<file path="config.mk">
export PLATFORM = sky130hd
export DESIGN_NAME = cpf_sqrt
export DESIGN_NICKNAME = d
export VERILOG_FILES = /design/src/design/cpf_pkg.sv /design/src/design/cpf_sqrt.sv
export SDC_FILE = /design/constraint.sdc
export NUM_CORES = 1
export LEC_CHECK = 0
export BUFFER_PORTS_ARGS = -buffer_cell sky130_fd_sc_hd__buf_4
export CELL_PAD_IN_SITES_DETAIL_PLACEMENT = 1
export CELL_PAD_IN_SITES_GLOBAL_PLACEMENT = 1
export CORE_ASPECT_RATIO = 0.8
export CORE_UTILIZATION = 40
export CTS_BUF_LIST = sky130_fd_sc_hd__clkbuf_8
export CTS_CLUSTER_SIZE = 24
export DETAILED_ROUTE_END_ITERATION = 12
export PLACE_DENSITY_LB_ADDON = 0.1
export RECOVER_POWER = 50
export SYNTH_ARGS = -nofsm -noshare
export SYNTH_HDL_FRONTEND = slang
export SYNTH_SLANG_ARGS = --single-unit
</file>
<file path="constraint.sdc">
create_clock -name clk -period 2.8 [get_ports clk]
set_input_delay 0.42 -clock clk [delete_from_list [all_inputs] [get_ports clk]]
set_output_delay 0.42 -clock clk [all_outputs]
set_load 0.005 [all_outputs]
</file>
<file path="src/design/cpf_pkg.sv">
package cpf_pkg;

  localparam int MAX_WAYPOINTS = 64;
  localparam int FRAC_BITS     = 16;
  localparam int ADDR_W        = $clog2(MAX_WAYPOINTS);
  localparam int CNT_W         = $clog2(MAX_WAYPOINTS + 1);
  localparam int COORD_W       = 32;
  localparam int DIF_W         = COORD_W + 1;
  localparam int MUL_W         = COORD_W + 1;
  localparam int PROD_W        = 2 * MUL_W;
  localparam int RAD_W         = PROD_W + 2;
  localparam int ROOT_W        = RAD_W / 2;
  localparam int CFG_W         = 31;
  localparam int CFG_IDX_W     = 1;
  localparam int STATUS_W      = 2;

  // smallest raw distance above 1e-6 in the fixed point format
  localparam int EPS_RAW = ((1 << FRAC_BITS) + 999999) / 1000000;

  localparam logic [CFG_W-1:0] LOOK_RESET = CFG_W'(327680);
  localparam logic [CFG_W-1:0] TOL_RESET  = CFG_W'(65536);

  localparam logic [CFG_IDX_W-1:0] CFG_LOOKAHEAD = 1'b0;
  localparam logic [CFG_IDX_W-1:0] CFG_TOLERANCE = 1'b1;

  localparam logic KIND_LOAD   = 1'b0;
  localparam logic KIND_UPDATE = 1'b1;

  localparam logic [STATUS_W-1:0] ST_VEL    = 2'd0;
  localparam logic [STATUS_W-1:0] ST_EMPTY  = 2'd1;
  localparam logic [STATUS_W-1:0] ST_GOAL   = 2'd2;
  localparam logic [STATUS_W-1:0] ST_CARROT = 2'd3;

  // x, y, z at index 0, 1, 2
  typedef logic [2:0][COORD_W-1:0] wp_t;

endpackage

</file>
<file path="src/design/cpf_sqrt.sv">
module cpf_sqrt (
  input  logic                       clk,
  input  logic                       rst_n,
  input  logic                       start,
  input  logic [cpf_pkg::RAD_W-1:0]  rad,
  output logic                       done,
  output logic [cpf_pkg::ROOT_W-1:0] root
);
  import cpf_pkg::*;

  localparam int CW = $clog2(ROOT_W + 1);
  localparam int RW = ROOT_W + 2;

  logic              busy_r;
  logic              done_r;
  logic [CW-1:0]     cnt_r;
  logic [RAD_W-1:0]  rad_r;
  logic [RW-1:0]     rem_r;
  logic [ROOT_W-1:0] root_r;
  logic [RW-1:0]     rem_s;
  logic [RW-1:0]     trial;
  logic              fit;

  // restoring square root, two radicand bits per cycle
  assign rem_s = {rem_r[RW-3:0], rad_r[RAD_W-1 -: 2]};
  assign trial = {root_r, 2'b01};
  assign fit   = rem_s >= trial;
  assign done  = done_r;
  assign root  = root_r;

  always_ff @(posedge clk) begin
    if (!rst_n) begin
      busy_r <= 1'b0;
      done_r <= 1'b0;
      cnt_r  <= '0;
    end else begin
      done_r <= 1'b0;
      if (start) begin
        busy_r <= 1'b1;
        cnt_r  <= CW'(ROOT_W);
      end else if (busy_r) begin
        cnt_r <= cnt_r - 1'b1;
        if (cnt_r == CW'(1)) begin
          busy_r <= 1'b0;
          done_r <= 1'b1;
        end
      end
    end
  end

  always_ff @(posedge clk) begin
    if (start) begin
      rad_r  <= rad;
      rem_r  <= '0;
      root_r <= '0;
    end else if (busy_r) begin
      rad_r  <= {rad_r[RAD_W-3:0], 2'b00};
      rem_r  <= fit ? rem_s - trial : rem_s;
      root_r <= {root_r[ROOT_W-2:0], fit};
    end
  end

endmodule

</file>
==> results.tsv <==
metric	value	unit
r2r startpoint	root[1]	
Port Buf Inserts	105	
final hold vios	0	
pre-CTS setup slack	-114	ps
CP max FO	5	
vias	6460	
power share of the combinational group	0.417	
ratio of cells with drive above 1 in the final layout	0.381	
synth top area cells	edfxtp_1, dfxtp_1, mux2_2	
critical path arrival	3120	ps
first-pass GRT wire length	34300	um
Area Overhead vs Synth	30.4	%
Switching Share	0.368	
Initial DRC Count	285	
post-synthesis sequential element count	144	
final core utilization	0.538	
crit-path leading delay family	compound AO/OA/AOI/OAI gates	
placed instance area	0.00942	sq mm
min Tclk post-route	2740	ps
Slew Limit Headroom	0.0479	
commonest non-fill, non-tap cells in the layout	buf_4, nand2_1, nor2_1	
ys flop type	dfxtp_1	
WL/cell	17.6	um
clock transition at the registers of the reported paths	100	ps
post-route ant nets	0	
Placer Congestion	0.884	
final setup TNS	0	ps
Crit. Startpoint	root[1]	
R2R Setup Slk	60	ps
syn_nets	892	
CTS H-Tree Depth	4	
worst reg2reg path endpoint	rem_r[15]	
Slew Viols, Final	0	
initial antenna violation count	0	
drt drc	0	
final worst setup slack	56.4	ps
Die Span Y	128	um
leading cell type in the layout, fill and taps excluded	buf_4	
power share of the clock group	0.243	
core area	0.0191	sq mm
Crit. path cell count	12	
P_int	4.73	mW
worst path cell trace	inv_1 -> ha_4 -> buf_4 -> a21oi_1 -> a21boi_1 -> nor2_1 -> o311a_1 -> o21ai_2 -> a21o_1 -> a211oi_1 -> or3_1 -> a311oi_2	
outcome	finished, final reports clean	
Highest Clock Rate	0.364	GHz
Post-CTS Hold Fix Bufs	0	
switching pwr	2.75	mW
FF-to-FF path depth	12	
sequential area share after synthesis	0.452	
slowest stage cell, crit path	o311a_1	
Layout Skew	16.4	ps
Max clock buf depth	2	
Hold Crit Class	input pin to flop	
Synth Area in Simple Gates	0.125	
CTS buffer count	17	
Hold WS	230	ps
largest net degree at the start of global routing	136	
Critical Path Sink	rem_r[15]	
row count	45	
Setup crit start kind	flop	
fillcell total	2116	
mux share of post-synthesis cell area	0.137	
number of vias per cell	5.30	
Die Width	159	um
Post-Route WL	21400	um
total grt overflow	0	
Critical Path Max Stage Delay	390	ps
CP Capture Type	flop	
Setup-failing EPs final	0	
largest family of logic cells by synthesized area	compound AO/OA/AOI/OAI gates	
Post-Syn Area	0.00789	sq mm
compound-cell area share of the yosys netlist	0.139	
CP bufs+invs	2	
synth warn	0	
Leak	4.15	nW
post-synthesis cell count	783	
CTS sink cnt	144	
clock tree from TritonCTS	built	
hpwl dp	14700	um
Final nets	1057	
final instance area	0.0103	sq mm
Post-synth EDFFs	68	
I/O pin count	106	
syn_area_per_cell	10.1	sq um
post-synthesis adder-cell area fraction	0.0603	
Req. time, crit path	3170	ps
Total GRT Usage	0.212	
Reg power frac	0.340	
vias in the first global route	6872	
clk root buf	clkbuf_8	
Worst Tran Pin Value	1430	ps
Crit Path Category	flop to flop	
largest area contributor in the netlist	edfxtp_1	
Clock Latency Late Sink	470	ps
Max-cap violations	0	
Pwr Density	726	mW/mm^2
drt pass-1 iters	5	
die area	0.0203	sq mm
Peak VDD IR	0.298	mV
Starting Density	0.412	
Post-Synth XOR/XNOR Area	0.0377	
Post-synth ARST share	0	
Yosys top cell area share	0.259	
ANT cells	0	
synth unique cells	63	
crit share post-route	0.980	
## per-layer routing
layer / global-route usage / vias to the layer above / share of wire
li1: - / 3140 / -
met1: 0.263 / 3150 / 0.45
met2: 0.355 / 133 / 0.48
met3: 0.0581 / 37 / 0.050
met4: 0.0764 / 0 / 0.019
met5: 0 / - / 0
## area by class of cell
| class | instances | area (sq um) | area share |
|---|---|---|---|
| well taps | 258 | 323 | 0.0314 |
| inverters | 49 | 184 | 0.0179 |
| multi-input cells | 548 | 4350 | 0.422 |
| flip-flops and latches | 144 | 3570 | 0.347 |
| clock buffers | 17 | 234 | 0.0227 |
| clock inverters | 15 | 189 | 0.0184 |
| repair buffers | 188 | 1450 | 0.141 |
## how the worst min path moves through the flow
| stage | start | endpoint | cells after the start |
|---|---|---|---|
| global placement | rem_r[9] | rem_r[11] | 2 |
| floorplan | rem_r[32] | rem_r[32] | 2 |
| global route | rst_n | busy_r | 2 |
| CTS | rad[1] | rad_r[1] | 2 |
| finish | rst_n | cnt_r[5] | 2 |
| detailed placement | rem_r[32] | rem_r[32] | 2 |
## cells by family after synthesis
group                      after synthesis
and+or+nand+nor                        226
AOI/OAI and AO/OA                      150
DFF                                    144
muxes                                  100
buffers and inverters                   91
adders and majority gates               38
xor gates and xnor gates                34
## synthesized netlist by cell type, drive strengths merged, types with 2 or more instances
cell type / number
nand2: 87
nor2: 78
dfxtp: 76
edfxtp: 68
mux2: 67
inv: 49
a21oi: 38
ha: 38
mux2i: 33
a311oi: 32
clkbuf: 30
xnor2: 25
o21ai: 19
a21o: 14
buf: 12
nor3: 11
nand3: 9
xor2: 9
and2: 8
nor2b: 8
nand2b: 7
a31oi: 6
a211oi: 5
and3: 5
a21boi: 4
nor4: 4
o31ai: 4
a41oi: 3
nand4: 3
o211ai: 3
o21a: 3
o21bai: 3
o22ai: 3
a31o: 2
and4: 2
o221ai: 2
or2: 2
## power by group through the flow
stage               Sequential [mW]  Combinational [mW]  Clock (mW)
finish                         2.54                3.12        1.82
global route                   2.56                3.39        1.95
CTS                            2.53                2.76        1.88
detailed placement             2.58                2.67           0
global placement               2.57                2.58           0
floorplan                      2.54                1.81           0
## registers in the layout (all words and copies together) (netlist names)
signal	flops
done	1
cnt_r	6
busy_r	1
root	34
rad_r	68
rem_r	34
## stage by stage
step | cells | total power [mW]
after floorplan | 783 | 4.34
final | 1219 | 7.47
after CTS | 1212 | 7.17
after global placement | 1178 | 5.14
after global routing | 1219 | 7.90
after detailed placement | 1178 | 5.24
## repair_timing
action                                 4_1_cts  5_1_grt
pin swaps                                    2       16
setup endpoints to repair                   32       34
endpoints found under the hold margin        0        0
gates resized for setup                     12       70
buffers inserted                             2        7
Note: power is estimated with default switching activity, not from simulation.
