File: config.mk
export PLATFORM = sky130hd
export DESIGN_NAME = cpf_mul
export DESIGN_NICKNAME = d
export VERILOG_FILES = /design/src/design/cpf_pkg.sv /design/src/design/cpf_mul.sv
export SDC_FILE = /design/constraint.sdc
export NUM_CORES = 1
export LEC_CHECK = 0
export ABC_AREA = 1
export BUFFER_PORTS_ARGS = -buffer_cell sky130_fd_sc_hd__buf_4
export CAP_MARGIN = 20
export CORE_ASPECT_RATIO = 0.8
export CORE_MARGIN = 4
export CORE_UTILIZATION = 60
export DETAILED_ROUTE_END_ITERATION = 8
export PLACE_DENSITY = 0.86
export SLEW_MARGIN = 20
export SYNTH_ARGS = -nofsm -noshare
export SYNTH_HDL_FRONTEND = slang
export SYNTH_SLANG_ARGS = --single-unit
export TNS_END_PERCENT = 50
File: constraint.sdc
create_clock -name clk -period 4 [get_ports clk]
set_input_delay 0.6 -clock clk [delete_from_list [all_inputs] [get_ports clk]]
set_output_delay 0.6 -clock clk [all_outputs]
set_load 0.01 [all_outputs]
File: src/design/cpf_pkg.sv
package cpf_pkg;

  localparam int MAX_WAYPOINTS = 64;
  localparam int FRAC_BITS     = 16;
  localparam int ADDR_W        = $clog2(MAX_WAYPOINTS);
  localparam int CNT_W         = $clog2(MAX_WAYPOINTS + 1);
  localparam int COORD_W       = 32;
  localparam int DIF_W         = COORD_W + 1;
  localparam int MUL_W         = COORD_W + 1;
  localparam int PROD_W        = 2 * MUL_W;
  localparam int RAD_W         = PROD_W + 2;
  localparam int ROOT_W        = RAD_W / 2;
  localparam int CFG_W         = 31;
  localparam int CFG_IDX_W     = 1;
  localparam int STATUS_W      = 2;

  // smallest raw distance above 1e-6 in the fixed point format
  localparam int EPS_RAW = ((1 << FRAC_BITS) + 999999) / 1000000;

  localparam logic [CFG_W-1:0] LOOK_RESET = CFG_W'(327680);
  localparam logic [CFG_W-1:0] TOL_RESET  = CFG_W'(65536);

  localparam logic [CFG_IDX_W-1:0] CFG_LOOKAHEAD = 1'b0;
  localparam logic [CFG_IDX_W-1:0] CFG_TOLERANCE = 1'b1;

  localparam logic KIND_LOAD   = 1'b0;
  localparam logic KIND_UPDATE = 1'b1;

  localparam logic [STATUS_W-1:0] ST_VEL    = 2'd0;
  localparam logic [STATUS_W-1:0] ST_EMPTY  = 2'd1;
  localparam logic [STATUS_W-1:0] ST_GOAL   = 2'd2;
  localparam logic [STATUS_W-1:0] ST_CARROT = 2'd3;

  // x, y, z at index 0, 1, 2
  typedef logic [2:0][COORD_W-1:0] wp_t;

endpackage

File: src/design/cpf_mul.sv
module cpf_mul (
  input  logic                       clk,
  input  logic                       rst_n,
  input  logic                       start,
  input  logic [cpf_pkg::MUL_W-1:0]  a,
  input  logic [cpf_pkg::MUL_W-1:0]  b,
  output logic                       done,
  output logic [cpf_pkg::PROD_W-1:0] prod
);
  import cpf_pkg::*;

  localparam int CW = $clog2(MUL_W + 1);

  logic             busy_r;
  logic             done_r;
  logic [CW-1:0]    cnt_r;
  logic [MUL_W-1:0] a_r;
  logic [MUL_W-1:0] acc_r;
  logic [MUL_W-1:0] b_r;
  logic [MUL_W:0]   sum;

  // one multiplier bit per cycle, low product bits shift into b_r
  assign sum  = {1'b0, acc_r} + (b_r[0] ? {1'b0, a_r} : '0);
  assign done = done_r;
  assign prod = {acc_r, b_r};

  always_ff @(posedge clk) begin
    if (!rst_n) begin
      busy_r <= 1'b0;
      done_r <= 1'b0;
      cnt_r  <= '0;
    end else begin
      done_r <= 1'b0;
      if (start) begin
        busy_r <= 1'b1;
        cnt_r  <= CW'(MUL_W);
      end else if (busy_r) begin
        cnt_r <= cnt_r - 1'b1;
        if (cnt_r == CW'(1)) begin
          busy_r <= 1'b0;
          done_r <= 1'b1;
        end
      end
    end
  end

  always_ff @(posedge clk) begin
    if (start) begin
      a_r   <= a;
      b_r   <= b;
      acc_r <= '0;
    end else if (busy_r) begin
      acc_r <= sum[MUL_W:1];
      b_r   <= {sum[0], b_r[MUL_W-1:1]};
    end
  end

endmodule

==> impl_metrics.prom <==
# TYPE chip_impl_metric gauge
chip_impl_metric{name="synth.net_count",unit=""} 1069
chip_impl_metric{name="worst_setup_hold_path_clk_slew",unit="ps"} 80
chip_impl_metric{name="slew_headroom",unit=""} 0.502
chip_impl_metric{name="detailedPlacementHpwl",unit="um"} 12900
chip_impl_info{name="hold_start",value="a[30]"} 1
chip_impl_metric{name="tns",unit="ps"} 0
chip_impl_metric{name="chipWidth",unit="um"} 126
chip_impl_metric{name="netlist_area",unit="mm2"} 0.00670
chip_impl_info{name="cpMaxStageDelayCell",value="sky130_fd_sc_hd__edfxtp_1"} 1
chip_impl_metric{name="core_area",unit="mm2"} 0.0109
chip_impl_metric{name="buffer_ports.inserted",unit=""} 135
chip_impl_metric{name="yosys_warnings",unit=""} 0
chip_impl_metric{name="cts_resized",unit=""} 0
chip_impl_metric{name="finalNetCount",unit=""} 1201
chip_impl_metric{name="cp_num_buf_inv",unit=""} 4
chip_impl_metric{name="finalPower",unit="mW"} 3.04
chip_impl_metric{name="number_of_primary_i_o_pins",unit=""} 136
chip_impl_metric{name="cts.repair_timing.setup_buffer_count",unit=""} 0
chip_impl_metric{name="grt_start_max_net_pins",unit=""} 59
chip_impl_metric{name="clockBufferDepth",unit=""} 2
chip_impl_metric{name="achievable-frequency",unit="MHz"} 356
chip_impl_metric{name="power-per-cell-area",unit="mW/mm2"} 371
chip_impl_metric{name="synth_top_area_frac",unit=""} 0.296
chip_impl_metric{name="wl_per_cell",unit="um"} 13.9
chip_impl_metric{name="post_route_cells_drive_above_1_share",unit=""} 0.175
chip_impl_info{name="setup_repair_after_global_routing_missed_its_margin",value="false"} 1
chip_impl_info{name="cts-root-buf",value="sky130_fd_sc_hd__clkbuf_16"} 1
chip_impl_metric{name="cellLeakagePower",unit="nW"} 4.60
chip_impl_metric{name="floorplan.die.height",unit="um"} 103
chip_impl_metric{name="num_antenna_cells",unit=""} 0
chip_impl_metric{name="tritoncts_num_sinks",unit=""} 107
chip_impl_metric{name="stdcell_area",unit="mm2"} 0.00819
chip_impl_metric{name="worstSkewPairLatency",unit="ps"} 360
chip_impl_metric{name="finalSetupViolCount",unit=""} 0
chip_impl_info{name="outcome",value="complete, no violations"} 1
chip_impl_metric{name="design.die.area",unit="mm2"} 0.0129
chip_impl_metric{name="pre_cts_slack",unit="ps"} 1290
chip_impl_metric{name="grt_antenna_before_repair",unit=""} 0
chip_impl_metric{name="finClkSkew",unit="ps"} 16.0
chip_impl_metric{name="routed_wl",unit="um"} 17300
chip_impl_info{name="mostFrequentLayoutCells",value="sky130_fd_sc_hd__nand2_1 (393), sky130_fd_sc_hd__inv_1 (176), sky130_fd_sc_hd__buf_4 (141)"} 1
chip_impl_info{name="final_common_cell",value="sky130_fd_sc_hd__nand2_1"} 1
chip_impl_info{name="critical_path.reg2reg.endpoint",value="acc_r[19]"} 1
chip_impl_metric{name="drt_pass1_iterations",unit=""} 5
chip_impl_metric{name="fin_crit_sh",unit=""} 0.702
chip_impl_info{name="critPathKind",value="reg2reg"} 1
chip_impl_metric{name="vias_per_cell",unit=""} 5.03
chip_impl_info{name="gr-max-usage-layer",value="met2"} 1
chip_impl_metric{name="grt_util_all_layers",unit=""} 0.268
chip_impl_info{name="source_of_the_critical_timing_path",value="b_r[0]"} 1
chip_impl_metric{name="report.final.hold_viol_count",unit=""} 0
chip_impl_metric{name="crit_path_max_incr_delay",unit="ps"} 760
chip_impl_metric{name="floorplan.rows",unit=""} 34
chip_impl_metric{name="regToRegSetupSlack",unit="ps"} 1190
chip_impl_metric{name="crit_fanout",unit=""} 17
chip_impl_metric{name="met2_usage",unit=""} 0.430
chip_impl_info{name="crit_path_end",value="acc_r[19]"} 1
chip_impl_metric{name="flow.area_growth_from_synthesis",unit="%"} 22.2
chip_impl_info{name="timing.critical_path.from_type",value="flop"} 1
chip_impl_metric{name="globalRouteMet1Util",unit=""} 0.369
chip_impl_info{name="tritoncts",value="yes"} 1
chip_impl_info{name="path_delay_family",value="simple AND/OR/NAND/NOR gates"} 1
chip_impl_metric{name="max_slew.worst_pin.slew",unit="ps"} 746
chip_impl_metric{name="gp_routability_congestion",unit=""} 0.945
chip_impl_metric{name="ys_seq_area_frac",unit=""} 0.418
chip_impl_metric{name="drt.antenna.violating_nets",unit=""} 0
chip_impl_metric{name="post-route-min-period",unit="ps"} 2810
chip_impl_metric{name="global_route.usage.met3",unit=""} 0.0787
chip_impl_info{name="post-synth-top-area-cell",value="sky130_fd_sc_hd__edfxtp_1"} 1
chip_impl_metric{name="routed-via-count",unit=""} 6261
chip_impl_metric{name="postSynthCellCount",unit=""} 964
chip_impl_metric{name="data_required_time_of_the_critical_path",unit="ps"} 4260
chip_impl_metric{name="cts_hold_buffers",unit=""} 0
chip_impl_metric{name="floorplan.initialDensity",unit=""} 0.615
chip_impl_metric{name="yosys_register_bits",unit=""} 107
chip_impl_metric{name="dpl_cell_area",unit="mm2"} 0.00786
chip_impl_metric{name="tritoncts.num_buffers",unit=""} 9
chip_impl_metric{name="maxCapViolations",unit=""} 0
chip_impl_info{name="yosys-top-cells-area",value="sky130_fd_sc_hd__edfxtp_1 (30%), sky130_fd_sc_hd__nand2_1 (22%), sky130_fd_sc_hd__dfxtp_1 (12%), sky130_fd_sc_hd__inv_1 (9.9%), sky130_fd_sc_hd__ha_1 (6.5%)"} 1
chip_impl_info{name="worst_setup_path_end_kind",value="flop"} 1
chip_impl_metric{name="drt_drc_violations_left",unit=""} 0
chip_impl_metric{name="cp.arrival",unit="ps"} 3060
chip_impl_info{name="timing.critical_path.cells",value="nand2_1, inv_1, ha_1, inv_1, fa_1, inv_1, nand2_1, nand2_2, nand4_1, nand3_2, nand2_1, nand3_1, nand3_1, nand2_1, inv_1"} 1
chip_impl_metric{name="clock_tree.htree_level_count",unit=""} 3
chip_impl_metric{name="drt_iter0_drc",unit=""} 510
chip_impl_info{name="timing.rr.start",value="b_r[0]"} 1
chip_impl_metric{name="peakVddDrop",unit="mV"} 0.303
chip_impl_metric{name="ff2ff_path_depth",unit=""} 15
chip_impl_metric{name="max_slew_vio_count",unit=""} 0
chip_impl_metric{name="globalRouteOverflowTotal",unit=""} 0
chip_impl_metric{name="first_global_vias",unit=""} 5703
chip_impl_metric{name="grt_pass1_wl",unit="um"} 27600
chip_impl_info{name="timing.hold.worst.class",value="in2reg"} 1
chip_impl_metric{name="layout_setup_ws",unit="ps"} 1190
chip_impl_metric{name="synth.avg_cell_area",unit="um2"} 6.95
chip_impl_metric{name="yosysUniqueCellTypes",unit=""} 39
chip_impl_metric{name="worstSetupPathDepth",unit=""} 15
stage by stage:
stage | util | hold slack (ps) | cells
2_1_floorplan | - | 485 | 964
3_3_place_gp | 0.721 | 467 | 1229
5_1_grt | 0.752 | 404 | 1245
4_1_cts | 0.752 | 407 | 1245
6_report | 0.752 | 414 | 1245
3_5_place_dp | 0.721 | 473 | 1229
cell families (layout without fill, tap and decap cells):
group	Yosys count	in the layout	synth area share
XOR/XNOR	11	11	0.0144
flip-flops	107	107	0.418
adder cells (fa/ha/maj)	36	36	0.0683
buffers and inverters	203	340	0.115
AND/OR/NAND/NOR	549	549	0.337
AO/OA/AOI/OAI	58	58	0.0472
cell usage after synthesis:
cell type	n
sky130_fd_sc_hd__nor3b_1	3
sky130_fd_sc_hd__nor4_2	1
sky130_fd_sc_hd__and3_1	2
sky130_fd_sc_hd__o21ai_1	5
sky130_fd_sc_hd__clkinv_1	1
sky130_fd_sc_hd__a21oi_1	28
sky130_fd_sc_hd__o21ai_0	15
sky130_fd_sc_hd__o21bai_1	1
sky130_fd_sc_hd__inv_2	6
sky130_fd_sc_hd__nor2_1	78
sky130_fd_sc_hd__buf_2	4
sky130_fd_sc_hd__nand3b_2	1
sky130_fd_sc_hd__nor2_4	1
sky130_fd_sc_hd__a21o_1	1
sky130_fd_sc_hd__xor2_1	1
sky130_fd_sc_hd__buf_4	1
sky130_fd_sc_hd__inv_1	176
sky130_fd_sc_hd__xnor2_1	10
sky130_fd_sc_hd__a32o_1	2
sky130_fd_sc_hd__and2_1	2
sky130_fd_sc_hd__clkbuf_1	13
sky130_fd_sc_hd__nor3_1	6
sky130_fd_sc_hd__nand3_1	31
sky130_fd_sc_hd__o21a_1	1
sky130_fd_sc_hd__nor2_2	4
sky130_fd_sc_hd__nand4_1	4
sky130_fd_sc_hd__edfxtp_1	66
sky130_fd_sc_hd__nand3_2	7
sky130_fd_sc_hd__or2_2	2
sky130_fd_sc_hd__nand2_2	14
sky130_fd_sc_hd__o22ai_1	1
sky130_fd_sc_hd__buf_1	2
sky130_fd_sc_hd__dfxtp_1	41
sky130_fd_sc_hd__ha_1	35
sky130_fd_sc_hd__nand2_1	393
sky130_fd_sc_hd__fa_1	1
sky130_fd_sc_hd__a31oi_1	2
sky130_fd_sc_hd__a211oi_1	1
sky130_fd_sc_hd__o31ai_1	1
state kept, by name, summed over array words and instances, names as in the netlist:
register  count
busy_r        1
acc_r        33
done          1
b_r          33
cnt_r         6
a_r          33
worst min-delay path by stage:
stage                            to  slack [ps]  cells past startpoint
after floorplan            cnt_r[1]         480                      2
after global placement     acc_r[7]         470                      2
after detailed placement  acc_r[12]         470                      2
after CTS                    a_r[8]         410                      1
after global routing         a_r[4]         400                      1
final                       a_r[30]         410                      1
power breakdown:
group / switching, mW / leakage [nW] / internal (mW)
logic: 0.391 / 3.44 / 0.286
registers: 0.0760 / 0.997 / 1.28
clock network: 0.441 / 0.164 / 0.561
total: 0.908 / 4.60 / 2.13
layout make-up:
cell class / count / area (um2)
Multi-Input combinational cell: 654 / 3130
Timing Repair Buffer: 141 / 1060
Fill cell: 874 / 2710
Inverter: 183 / 687
Sequential cell: 107 / 2800
Clock inverter: 7 / 105
Clock buffer: 9 / 225
Tap cell: 144 / 180
routing by layer:
metal  routed length (um)  share of wire
met2                 7700           0.45
met5                    0              0
met3                 1650          0.095
met1                 7780           0.45
met4                  145         0.0084
worst reg2reg max path, delay by kind of cell, from the launching register on:
family,cells,cell delay (ps)
simple gates,9,1020
flops,1,760
fa+ha+maj,2,560
buf+inv,4,370
(Power assumes the default switching activity.)
