### config.mk
export PLATFORM = sky130hd
export DESIGN_NAME = cpf_div
export DESIGN_NICKNAME = d
export VERILOG_FILES = /design/src/design/cpf_pkg.sv /design/src/design/cpf_div.sv
export SDC_FILE = /design/constraint.sdc
export NUM_CORES = 1
export LEC_CHECK = 0
export BUFFER_PORTS_ARGS = -buffer_cell sky130_fd_sc_hd__buf_2
export CAP_MARGIN = 20
export CORE_ASPECT_RATIO = 0.9
export CORE_UTILIZATION = 43
export DETAILED_ROUTE_END_ITERATION = 10
export GPL_TIMING_DRIVEN = 0
export HOLD_SLACK_MARGIN = 0.03
export PLACE_DENSITY = 0.66
export REMOVE_ABC_BUFFERS = 1
export SLEW_MARGIN = 20
export SYNTH_ARGS = -nofsm -noshare
export SYNTH_HDL_FRONTEND = slang
export SYNTH_SLANG_ARGS = --single-unit
### constraint.sdc
create_clock -name clk -period 6.49 [get_ports clk]
set_input_delay 0.9735 -clock clk [delete_from_list [all_inputs] [get_ports clk]]
set_output_delay 0.9735 -clock clk [all_outputs]
set_load 0.02 [all_outputs]
### src/design/cpf_pkg.sv
package cpf_pkg;

  localparam int MAX_WAYPOINTS = 64;
  localparam int FRAC_BITS     = 16;
  localparam int ADDR_W        = $clog2(MAX_WAYPOINTS);
  localparam int CNT_W         = $clog2(MAX_WAYPOINTS + 1);
  localparam int COORD_W       = 32;
  localparam int DIF_W         = COORD_W + 1;
  localparam int MUL_W         = COORD_W + 1;
  localparam int PROD_W        = 2 * MUL_W;
  localparam int RAD_W         = PROD_W + 2;
  localparam int ROOT_W        = RAD_W / 2;
  localparam int CFG_W         = 31;
  localparam int CFG_IDX_W     = 1;
  localparam int STATUS_W      = 2;

  // smallest raw distance above 1e-6 in the fixed point format
  localparam int EPS_RAW = ((1 << FRAC_BITS) + 999999) / 1000000;

  localparam logic [CFG_W-1:0] LOOK_RESET = CFG_W'(327680);
  localparam logic [CFG_W-1:0] TOL_RESET  = CFG_W'(65536);

  localparam logic [CFG_IDX_W-1:0] CFG_LOOKAHEAD = 1'b0;
  localparam logic [CFG_IDX_W-1:0] CFG_TOLERANCE = 1'b1;

  localparam logic KIND_LOAD   = 1'b0;
  localparam logic KIND_UPDATE = 1'b1;

  localparam logic [STATUS_W-1:0] ST_VEL    = 2'd0;
  localparam logic [STATUS_W-1:0] ST_EMPTY  = 2'd1;
  localparam logic [STATUS_W-1:0] ST_GOAL   = 2'd2;
  localparam logic [STATUS_W-1:0] ST_CARROT = 2'd3;

  // x, y, z at index 0, 1, 2
  typedef logic [2:0][COORD_W-1:0] wp_t;

endpackage

### src/design/cpf_div.sv
module cpf_div (
  input  logic                       clk,
  input  logic                       rst_n,
  input  logic                       start,
  input  logic [cpf_pkg::PROD_W-1:0] num,
  input  logic [cpf_pkg::ROOT_W-1:0] den,
  output logic                       done,
  output logic [cpf_pkg::PROD_W-1:0] quot
);
  import cpf_pkg::*;

  localparam int CW = $clog2(PROD_W + 1);
  localparam int RW = ROOT_W + 1;

  logic              busy_r;
  logic              done_r;
  logic [CW-1:0]     cnt_r;
  logic [PROD_W-1:0] num_r;
  logic [ROOT_W-1:0] den_r;
  logic [RW-1:0]     rem_r;
  logic [PROD_W-1:0] quot_r;
  logic [RW-1:0]     rem_s;
  logic              fit;

  // restoring division, one quotient bit per cycle
  assign rem_s = {rem_r[RW-2:0], num_r[PROD_W-1]};
  assign fit   = rem_s >= {1'b0, den_r};
  assign done  = done_r;
  assign quot  = quot_r;

  always_ff @(posedge clk) begin
    if (!rst_n) begin
      busy_r <= 1'b0;
      done_r <= 1'b0;
      cnt_r  <= '0;
    end else begin
      done_r <= 1'b0;
      if (start) begin
        busy_r <= 1'b1;
        cnt_r  <= CW'(PROD_W);
      end else if (busy_r) begin
        cnt_r <= cnt_r - 1'b1;
        if (cnt_r == CW'(1)) begin
          busy_r <= 1'b0;
          done_r <= 1'b1;
        end
      end
    end
  end

  always_ff @(posedge clk) begin
    if (start) begin
      num_r  <= num;
      den_r  <= den;
      rem_r  <= '0;
      quot_r <= '0;
    end else if (busy_r) begin
      num_r  <= {num_r[PROD_W-2:0], 1'b0};
      rem_r  <= fit ? rem_s - {1'b0, den_r} : rem_s;
      quot_r <= {quot_r[PROD_W-2:0], fit};
    end
  end

endmodule

==> impl_metrics.xml, run 1 <==
<?xml version="1.0" encoding="UTF-8"?>
<metrics>
  <group name="outcome">
    <metric name="run_status" unit="">complete, no violations</metric>
  </group>
  <group name="grt">
    <metric name="grt.total_usage" unit="%">17.82</metric>
    <metric name="grt_pass1_wl" unit="um">35080</metric>
    <metric name="grt_remaining_overflow" unit="">0</metric>
    <metric name="antenna_found_initial" unit="">6</metric>
    <metric name="grt_start_max_net_pins" unit="">110</metric>
    <metric name="vias_in_the_first_global_route" unit="">7093</metric>
  </group>
  <group name="setup_path">
    <metric name="critical_path_peak_fanout" unit="">5</metric>
    <metric name="worst-path-stages" unit="">12</metric>
    <metric name="cpLargestDelayFamily" unit="">compound AO/OA/AOI/OAI gates</metric>
    <metric name="regToRegEndpoint" unit="">rem_r[30]</metric>
    <metric name="path_cells" unit="">inv_1 &gt; ha_1 &gt; inv_1 &gt; fa_1 &gt; a211oi_1 &gt; o21ai_0 &gt; a21o_1 &gt; a31oi_1 &gt; o21ai_0 &gt; or4_1 &gt; nand3_1 &gt; o22ai_1</metric>
    <metric name="crit_buf_inv" unit="">2</metric>
    <metric name="worstRegToRegCells" unit="">12</metric>
    <metric name="timing.rr.start" unit="">num_r[65]</metric>
    <metric name="start_kind" unit="">flop</metric>
    <metric name="critPathRequiredTime" unit="ps">6870</metric>
    <metric name="critPathCapture" unit="">rem_r[30]</metric>
    <metric name="cp-end-kind" unit="">flop</metric>
    <metric name="reg2reg_slack" unit="ps">3110</metric>
    <metric name="crit_arrival" unit="ps">3760</metric>
    <metric name="critical_path.slowest_cell" unit="">sky130_fd_sc_hd__or4_1</metric>
    <metric name="timing.critical_path.from" unit="">num_r[65]</metric>
    <metric name="timing.critical_path.slowest_cell_delay" unit="ps">460</metric>
    <metric name="path_class" unit="">flop to flop</metric>
  </group>
  <group name="detailed_routing">
    <metric name="drt-total-wl" unit="um">21090</metric>
    <metric name="post_drt_via_cell_ratio" unit="">5.192</metric>
    <metric name="detail_route.wl_per_cell" unit="um">15.34</metric>
    <metric name="drt-pass1-iter-count" unit="">4</metric>
    <metric name="starting_drt_drc_count" unit="">387</metric>
    <metric name="detailroute.via_count" unit="">7139</metric>
    <metric name="antenna_violating_nets_post_route" unit="">0</metric>
    <metric name="detail_route.drc_violations" unit="">0</metric>
  </group>
  <group name="synthesis">
    <metric name="post_synth_most_frequent_cells" unit="">125 x sky130_fd_sc_hd__nor2_1, 109 x sky130_fd_sc_hd__dfxtp_1, 100 x sky130_fd_sc_hd__edfxtp_1</metric>
    <metric name="post_synth_num_cell_types" unit="">59</metric>
    <metric name="async_reset_ff_share" unit="%">0</metric>
    <metric name="ys.flop_type" unit="">sky130_fd_sc_hd__dfxtp_1</metric>
    <metric name="yosys_register_bits" unit="">209</metric>
    <metric name="synthCells" unit="">906</metric>
    <metric name="synth.largest_area_cell" unit="">sky130_fd_sc_hd__edfxtp_1</metric>
    <metric name="yosys_warnings" unit="">0</metric>
    <metric name="netlist_top_cells_area" unit="">sky130_fd_sc_hd__edfxtp_1 30%, sky130_fd_sc_hd__dfxtp_1 22%, sky130_fd_sc_hd__mux2i_1 8.9%</metric>
    <metric name="post_syn_area_per_cell" unit="um^2">11.07</metric>
    <metric name="most_common_cell_in_the_synthesized_netlist" unit="">sky130_fd_sc_hd__nor2_1</metric>
    <metric name="synth-edff-count" unit="">100</metric>
    <metric name="synth.cell_area" unit="mm^2">0.01003</metric>
    <metric name="synth.yosys.seq_area_share" unit="%">51.70</metric>
    <metric name="synthDominantCellAreaShare" unit="%">29.94</metric>
  </group>
  <group name="cts">
    <metric name="tritoncts.num_buffers" unit="">24</metric>
    <metric name="postCtsSetupBuffers" unit="">0</metric>
    <metric name="clock_sinks" unit="">209</metric>
    <metric name="cts_tree" unit="">yes</metric>
    <metric name="clock-root-buffer" unit="">sky130_fd_sc_hd__clkbuf_16</metric>
    <metric name="htree_num_levels" unit="">1</metric>
    <metric name="ctsHoldBuffers" unit="">0</metric>
    <metric name="clkSlewWorstSetupHoldPaths" unit="ps">60</metric>
    <metric name="cts.repair.resized" unit="">0</metric>
    <metric name="worst_skew_pair.late_latency" unit="ps">530</metric>
    <metric name="cts_buffer_depth" unit="">3</metric>
  </group>
  <group name="power_and_ir_drop">
    <metric name="power_per_cell_area" unit="mW/mm^2">279.4</metric>
    <metric name="p_leak" unit="nW">5.264</metric>
    <metric name="peakVddDrop" unit="uV">205.7</metric>
  </group>
  <group name="floorplan">
    <metric name="die_height" unit="um">146.9</metric>
    <metric name="initial_utilization" unit="%">44.17</metric>
    <metric name="boundaryPins" unit="">170</metric>
    <metric name="rows" unit="">52</metric>
    <metric name="core-area" unit="mm^2">0.02271</metric>
    <metric name="floorplan.die.width" unit="um">163.0</metric>
    <metric name="floorplan.die_area" unit="mm^2">0.02394</metric>
  </group>
  <group name="sta">
    <metric name="slew_headroom" unit="%">50.83</metric>
    <metric name="clock_tree_skew_after_final_layout" unit="ps">27.06</metric>
    <metric name="unrepaired_setup_endpoints_after_global_routing" unit="">no</metric>
    <metric name="timing.fmax" unit="MHz">295.7</metric>
    <metric name="final_hold_slack" unit="ps">500.4</metric>
    <metric name="min_period_over_period" unit="%">52.10</metric>
    <metric name="report.final.slew_viol_count" unit="">0</metric>
    <metric name="fin_tns_setup" unit="ps">0</metric>
    <metric name="finalSetupViolCount" unit="">0</metric>
    <metric name="tightestPinTransition" unit="ps">729.6</metric>
    <metric name="finalWorstPathRequiredPeriod" unit="ps">3381</metric>
    <metric name="final-hold-violation-count" unit="">0</metric>
  </group>
  <group name="placed_design">
    <metric name="buffer_ports.inserted" unit="">169</metric>
    <metric name="place.gp.congestion" unit="">0.8600</metric>
    <metric name="hpwl" unit="um">14550</metric>
  </group>
  <group name="hold_path">
    <metric name="hp-class" unit="">flop to flop</metric>
    <metric name="worst_hold_startpoint" unit="">quot[65]</metric>
    <metric name="worst_hold_path.num_cells" unit="">2</metric>
  </group>
  <group name="layout">
    <metric name="flow.area_growth_from_synthesis" unit="%">19.47</metric>
    <metric name="final_layout_size_suffix_gt1_share" unit="%">26.88</metric>
    <metric name="finish.net_count" unit="">1197</metric>
  </group>
  <group name="run">
    <metric name="maxCapViolations" unit="">0</metric>
  </group>
</metrics>
[cell families after synthesis]
group	after synthesis	synth area share, %
xor+xnor	31	2.707
flops	209	51.70
buf+inv	97	4.092
fa+ha+maj	37	4.691
mux	155	16.29
simple gates	219	9.756
compound gates	158	10.77
[where the power goes]
group          leakage, nW  total [mW]  internal [mW]  switching, mW
clock network        0.379        1.33          0.793          0.541
registers             1.88        1.52           1.48         0.0393
logic                 3.00       0.497          0.230          0.267
total                 5.26        3.35           2.50          0.848
[worst min path at each step]
stage | endpoint | slack [ps]
detailed placement | quot[65] | 490
CTS | rem_r[12] | 500
global route | rem_r[12] | 520
floorplan | rem_r[25] | 450
global placement | quot[65] | 470
finish | quot[65] | 500
[layer usage]
| metal | vias up | routed length [um] | share of wire, % | GRT usage [%] |
|---|---|---|---|---|
| met2 | 176 | 9235 | 44 | 28.06 |
| met4 | 4 | 424 | 2.0 | 3.972 |
| li1 | 3592 | - | - | - |
| met1 | 3335 | 9621 | 46 | 23.23 |
| met5 | - | 20 | 0.095 | 0 |
| met3 | 32 | 1792 | 8.5 | 6.578 |
[flip-flops by register name (all words and copies together), names as in the netlist]
signal	flops
done	1
rem_r	34
den_r	34
quot	66
cnt_r	7
num_r	66
busy_r	1
[layout make-up]
cell class              instances  area [um^2]
multi-input cells             600         4442
diodes                          3        7.507
flip-flops and latches        209         5189
repair buffers                175         1013
well taps                     297        371.6
fillers                      2070        10720
clock inverters                 8        115.1
clock buffers                  36        665.6
inverters                      47        178.9
[cells in the final DEF, fill, tap and decap left out, types with 4 or more instances in the layout]
cell	netlist	layout
sky130_fd_sc_hd__a21oi_1	35	35
sky130_fd_sc_hd__clkbuf_1	33	10
sky130_fd_sc_hd__xor2_1	13	13
sky130_fd_sc_hd__o22ai_1	5	5
sky130_fd_sc_hd__edfxtp_1	100	100
sky130_fd_sc_hd__clkbuf_16	0	24
sky130_fd_sc_hd__nor2b_1	6	6
sky130_fd_sc_hd__buf_16	0	5
sky130_fd_sc_hd__nor2_1	125	125
sky130_fd_sc_hd__nand4_1	9	9
sky130_fd_sc_hd__nand2_1	35	35
sky130_fd_sc_hd__o21a_1	6	6
sky130_fd_sc_hd__inv_1	47	46
sky130_fd_sc_hd__and3_1	5	5
sky130_fd_sc_hd__a311oi_1	5	5
sky130_fd_sc_hd__xnor2_1	18	18
sky130_fd_sc_hd__mux2_2	66	66
sky130_fd_sc_hd__buf_2	5	168
sky130_fd_sc_hd__a21o_1	16	16
sky130_fd_sc_hd__dfxtp_1	109	108
sky130_fd_sc_hd__o21ai_0	23	23
sky130_fd_sc_hd__ha_1	36	36
sky130_fd_sc_hd__a211oi_1	29	29
sky130_fd_sc_hd__mux2i_1	89	89
sky130_fd_sc_hd__nor3_1	6	6
sky130_fd_sc_hd__a31oi_1	7	7
sky130_fd_sc_hd__a31o_2	4	4
sky130_fd_sc_hd__nand3_1	7	7
[through the flow]
step / util [%] / std cells / cell area, um^2 / setup slack [ps] / total power, mW
2_1_floorplan: - / 856 / 9796 / 869.8 / 1.896
3_3_place_gp: 48.50 / 1322 / 11010 / -1388 / 2.038
3_5_place_dp: 49.27 / 1328 / 11190 / 3211 / 2.042
4_1_cts: 52.71 / 1372 / 11970 / 3171 / 3.389
5_1_grt: 52.75 / 1373 / 11980 / 2952 / 3.501
6_report: 52.77 / 1375 / 11980 / 3109 / 3.348
[worst min-delay path: stages, from the launching register on]
cell                      delay [ps]
sky130_fd_sc_hd__dfxtp_1         320
sky130_fd_sc_hd__mux2i_1          60
sky130_fd_sc_hd__nor2_1           80
(Power assumes the default switching activity.)
==> inputs of run 2 (changes only) <==
- ABC_AREA: unset -> 1
- PLACE_DENSITY: 0.66 -> 0.65
- clock period: 6.49 -> 3.4 ns (I/O delays scaled with it)
==> impl_metrics.xml, run 2 <==
<?xml version="1.0" encoding="UTF-8"?>
<metrics>
  <group name="setup_path">
    <metric name="crit_arrival" unit="ps">3620</metric>
    <metric name="start_kind" unit="">flop</metric>
    <metric name="critPathRequiredTime" unit="ps">3820</metric>
    <metric name="timing.critical_path.slowest_cell_delay" unit="ps">890</metric>
    <metric name="critical_path.slowest_cell" unit="">sky130_fd_sc_hd__dfxtp_2</metric>
    <metric name="cp-end-kind" unit="">flop</metric>
    <metric name="timing.critical_path.from" unit="">busy_r</metric>
    <metric name="crit_buf_inv" unit="">3</metric>
    <metric name="timing.rr.start" unit="">busy_r</metric>
    <metric name="path_cells" unit="">clkinv_2 &gt; nor2_2 &gt; buf_6 &gt; inv_2 &gt; o22ai_1</metric>
    <metric name="cpLargestDelayFamily" unit="">buffers and inverters</metric>
    <metric name="path_class" unit="">flop to flop</metric>
    <metric name="critical_path_peak_fanout" unit="">64</metric>
  </group>
  <group name="synthesis">
    <metric name="synthMuxAreaShare" unit="%">0</metric>
    <metric name="synth-xor-area-share" unit="%">1.425</metric>
    <metric name="async_reset_ff_share" unit="%">0</metric>
    <metric name="post_synth_most_frequent_cells" unit="">479 x sky130_fd_sc_hd__nand2_1, 214 x sky130_fd_sc_hd__inv_1, 109 x sky130_fd_sc_hd__dfxtp_1</metric>
    <metric name="post_syn_area_per_cell" unit="um^2">7.765</metric>
    <metric name="synth-edff-count" unit="">100</metric>
    <metric name="post_synth_num_cell_types" unit="">37</metric>
    <metric name="synth.largest_area_cell" unit="">sky130_fd_sc_hd__edfxtp_1</metric>
    <metric name="ys.flop_type" unit="">sky130_fd_sc_hd__dfxtp_1</metric>
    <metric name="synth_simple_gate_area_share" unit="%">27.16</metric>
    <metric name="synth.yosys.seq_area_share" unit="%">49.61</metric>
    <metric name="yosys_register_bits" unit="">209</metric>
    <metric name="netlist_top_cells_area" unit="">sky130_fd_sc_hd__edfxtp_1 29%, sky130_fd_sc_hd__dfxtp_1 21%, sky130_fd_sc_hd__nand2_1 17%</metric>
    <metric name="yosys.area_share.adder" unit="%">4.501</metric>
    <metric name="synthCells" unit="">1346</metric>
    <metric name="synth-compound-area-share" unit="%">7.195</metric>
    <metric name="synth.cell_area" unit="mm^2">0.01045</metric>
    <metric name="synthDominantCellAreaShare" unit="%">28.73</metric>
    <metric name="largest_family_of_logic_cells_by_synthesized_area" unit="">simple AND/OR/NAND/NOR gates</metric>
    <metric name="yosys_warnings" unit="">0</metric>
    <metric name="most_common_cell_in_the_synthesized_netlist" unit="">sky130_fd_sc_hd__nand2_1</metric>
  </group>
  <group name="sta">
    <metric name="final-hold-violation-count" unit="">0</metric>
    <metric name="tightestPinTransition" unit="ps">1042</metric>
    <metric name="post-route-worst-setup-slack" unit="ps">205.6</metric>
    <metric name="unrepaired_setup_endpoints_after_global_routing" unit="">no</metric>
    <metric name="finalSetupViolCount" unit="">0</metric>
    <metric name="timing.fmax" unit="MHz">313.0</metric>
    <metric name="slew_headroom" unit="%">30.42</metric>
    <metric name="fin_tns_setup" unit="ps">0</metric>
    <metric name="report.final.slew_viol_count" unit="">0</metric>
    <metric name="min_period_over_period" unit="%">93.95</metric>
    <metric name="clock_tree_skew_after_final_layout" unit="ps">18.92</metric>
    <metric name="finalWorstPathRequiredPeriod" unit="ps">3194</metric>
  </group>
  <group name="detailed_routing">
    <metric name="drt-pass1-iter-count" unit="">7</metric>
    <metric name="detailroute.via_count" unit="">8824</metric>
    <metric name="starting_drt_drc_count" unit="">548</metric>
    <metric name="detail_route.drc_violations" unit="">4</metric>
    <metric name="post_drt_via_cell_ratio" unit="">4.840</metric>
    <metric name="drt-total-wl" unit="um">26070</metric>
    <metric name="antenna_violating_nets_post_route" unit="">0</metric>
    <metric name="detail_route.wl_per_cell" unit="um">14.30</metric>
  </group>
  <group name="cts">
    <metric name="htree_num_levels" unit="">1</metric>
    <metric name="clock_sinks" unit="">209</metric>
    <metric name="clkSlewWorstSetupHoldPaths" unit="ps">60</metric>
    <metric name="ctsHoldBuffers" unit="">0</metric>
    <metric name="cts.repair.resized" unit="">2</metric>
    <metric name="cts_buffer_depth" unit="">3</metric>
    <metric name="worst_skew_pair.late_latency" unit="ps">530</metric>
    <metric name="tritoncts.num_buffers" unit="">23</metric>
    <metric name="postCtsSetupBuffers" unit="">0</metric>
    <metric name="clock-root-buffer" unit="">sky130_fd_sc_hd__clkbuf_16</metric>
    <metric name="cts_tree" unit="">yes</metric>
  </group>
  <group name="power_and_ir_drop">
    <metric name="netSwitchingPower" unit="mW">1.380</metric>
    <metric name="clock_power_share" unit="%">44.0</metric>
    <metric name="p_int" unit="mW">4.525</metric>
    <metric name="p_leak" unit="nW">6.131</metric>
    <metric name="power.share.sequential" unit="%">48.0</metric>
    <metric name="power_per_cell_area" unit="mW/mm^2">477.7</metric>
    <metric name="combPwrFrac" unit="%">8.1</metric>
    <metric name="peakVddDrop" unit="uV">347.8</metric>
    <metric name="swShare" unit="%">23.37</metric>
  </group>
  <group name="run">
    <metric name="maxCapViolations" unit="">0</metric>
  </group>
  <group name="outcome">
    <metric name="run_status" unit="">finished, violations left</metric>
    <metric name="violations" unit="">DRC</metric>
  </group>
  <group name="layout">
    <metric name="final_design_area_no_fill" unit="mm^2">0.01236</metric>
    <metric name="final_layout_size_suffix_gt1_share" unit="%">15.59</metric>
    <metric name="most_frequent_standard_cell_in_the_layout_excluding_fill_and_tap_cells" unit="">sky130_fd_sc_hd__nand2_1</metric>
    <metric name="flow.area_growth_from_synthesis" unit="%">18.28</metric>
    <metric name="finish.net_count" unit="">1637</metric>
    <metric name="final_cell_mix" unit="">479 x sky130_fd_sc_hd__nand2_1, 213 x sky130_fd_sc_hd__inv_1, 168 x sky130_fd_sc_hd__buf_2</metric>
    <metric name="final_cell_count_no_fill" unit="">1823</metric>
  </group>
  <group name="hold_path">
    <metric name="hp-class" unit="">input port to flop</metric>
    <metric name="worst_hold_startpoint" unit="">den[5]</metric>
  </group>
  <group name="grt">
    <metric name="grt_start_max_net_pins" unit="">81</metric>
    <metric name="grt.total_usage" unit="%">21.24</metric>
    <metric name="grt_pass1_wl" unit="um">42600</metric>
    <metric name="grt_remaining_overflow" unit="">0</metric>
    <metric name="vias_in_the_first_global_route" unit="">8302</metric>
    <metric name="antenna_found_initial" unit="">9</metric>
  </group>
  <group name="placed_design">
    <metric name="post_dp_cell_area" unit="mm^2">0.01153</metric>
    <metric name="buffer_ports.inserted" unit="">169</metric>
    <metric name="place_inst" unit="">1774</metric>
    <metric name="place.gp.congestion" unit="">0.9337</metric>
    <metric name="hpwl" unit="um">18640</metric>
    <metric name="place_ws" unit="ps">-290.6</metric>
  </group>
  <group name="floorplan">
    <metric name="floorplan.die_area" unit="mm^2">0.02493</metric>
    <metric name="core-area" unit="mm^2">0.02361</metric>
    <metric name="rows" unit="">53</metric>
    <metric name="boundaryPins" unit="">170</metric>
    <metric name="initial_utilization" unit="%">44.27</metric>
    <metric name="die_height" unit="um">149.9</metric>
    <metric name="floorplan.die.width" unit="um">166.3</metric>
  </group>
</metrics>
==> run 2: cell types whose count changed in the layout (fill, tap and decap cells not counted), moves of 15 or more <==
cell / delta
sky130_fd_sc_hd__a211oi_1: -29
sky130_fd_sc_hd__nor2_1: -40
sky130_fd_sc_hd__nand3_1: +61
sky130_fd_sc_hd__o22ai_1: +58
sky130_fd_sc_hd__mux2_2: -66
sky130_fd_sc_hd__mux2i_1: -89
sky130_fd_sc_hd__nand2_1: +444
sky130_fd_sc_hd__inv_1: +167
sky130_fd_sc_hd__a21o_1: -15
==> run 2: metal layers <==
metal	vias up	routed length (um)	GRT usage (%)
met4	8	588	5.694
met2	219	11140	33.14
met3	46	2062	6.109
li1	4614	-	-
met5	-	47	0
met1	3937	12240	28.82
==> run 2: layout make-up <==
cell class,count,area (um^2)
Sequential cell,209,5186
Tap cell,302,377.9
Fill cell,2378,11250
Multi-Input combinational cell,873,4225
Inverter,218,827.0
Clock buffer,37,740.7
Antenna cell,7,17.52
Timing Repair Buffer,172,918.4
Clock inverter,5,68.82
==> run 2: logic make-up after synthesis <==
family                   after synthesis
AND/OR/NAND/NOR                      691
buffers and inverters                264
flip-flops                           209
AO/OA/AOI/OAI                        128
adder cells (fa/ha/maj)               37
XOR/XNOR                              17
==> run 2: power groups by stage <==
stage          Clock, mW  Combinational (mW)  Sequential, mW
3_3_place_gp           0               0.463            2.89
4_1_cts             2.67               0.481            2.83
3_5_place_dp           0               0.479            2.88
5_1_grt             2.76               0.546            2.84
6_report            2.60               0.477            2.83
2_1_floorplan          0               0.292            2.87
==> run 2: worst paths after layout <==
| check | end | slack [ps] | depth (start not counted) |
|---|---|---|---|
| worst min register to register | quot[65] | 460 | 2 |
| worst max-delay path | quot[12] | 210 | 5 |
| worst min-delay path | den_r[5] | 150 | 1 |
| worst max register to register | quot[12] | 210 | 5 |
==> run 2: through the flow <==
stage | utilization, % | hold WS [ps] | power, mW
after floorplan | - | 437.1 | 3.165
after global placement | 48.45 | 438.5 | 3.350
after detailed placement | 48.83 | 452.4 | 3.363
after CTS | 52.29 | 127.7 | 5.979
after global routing | 52.32 | 136.3 | 6.152
final | 52.36 | 152.1 | 5.905
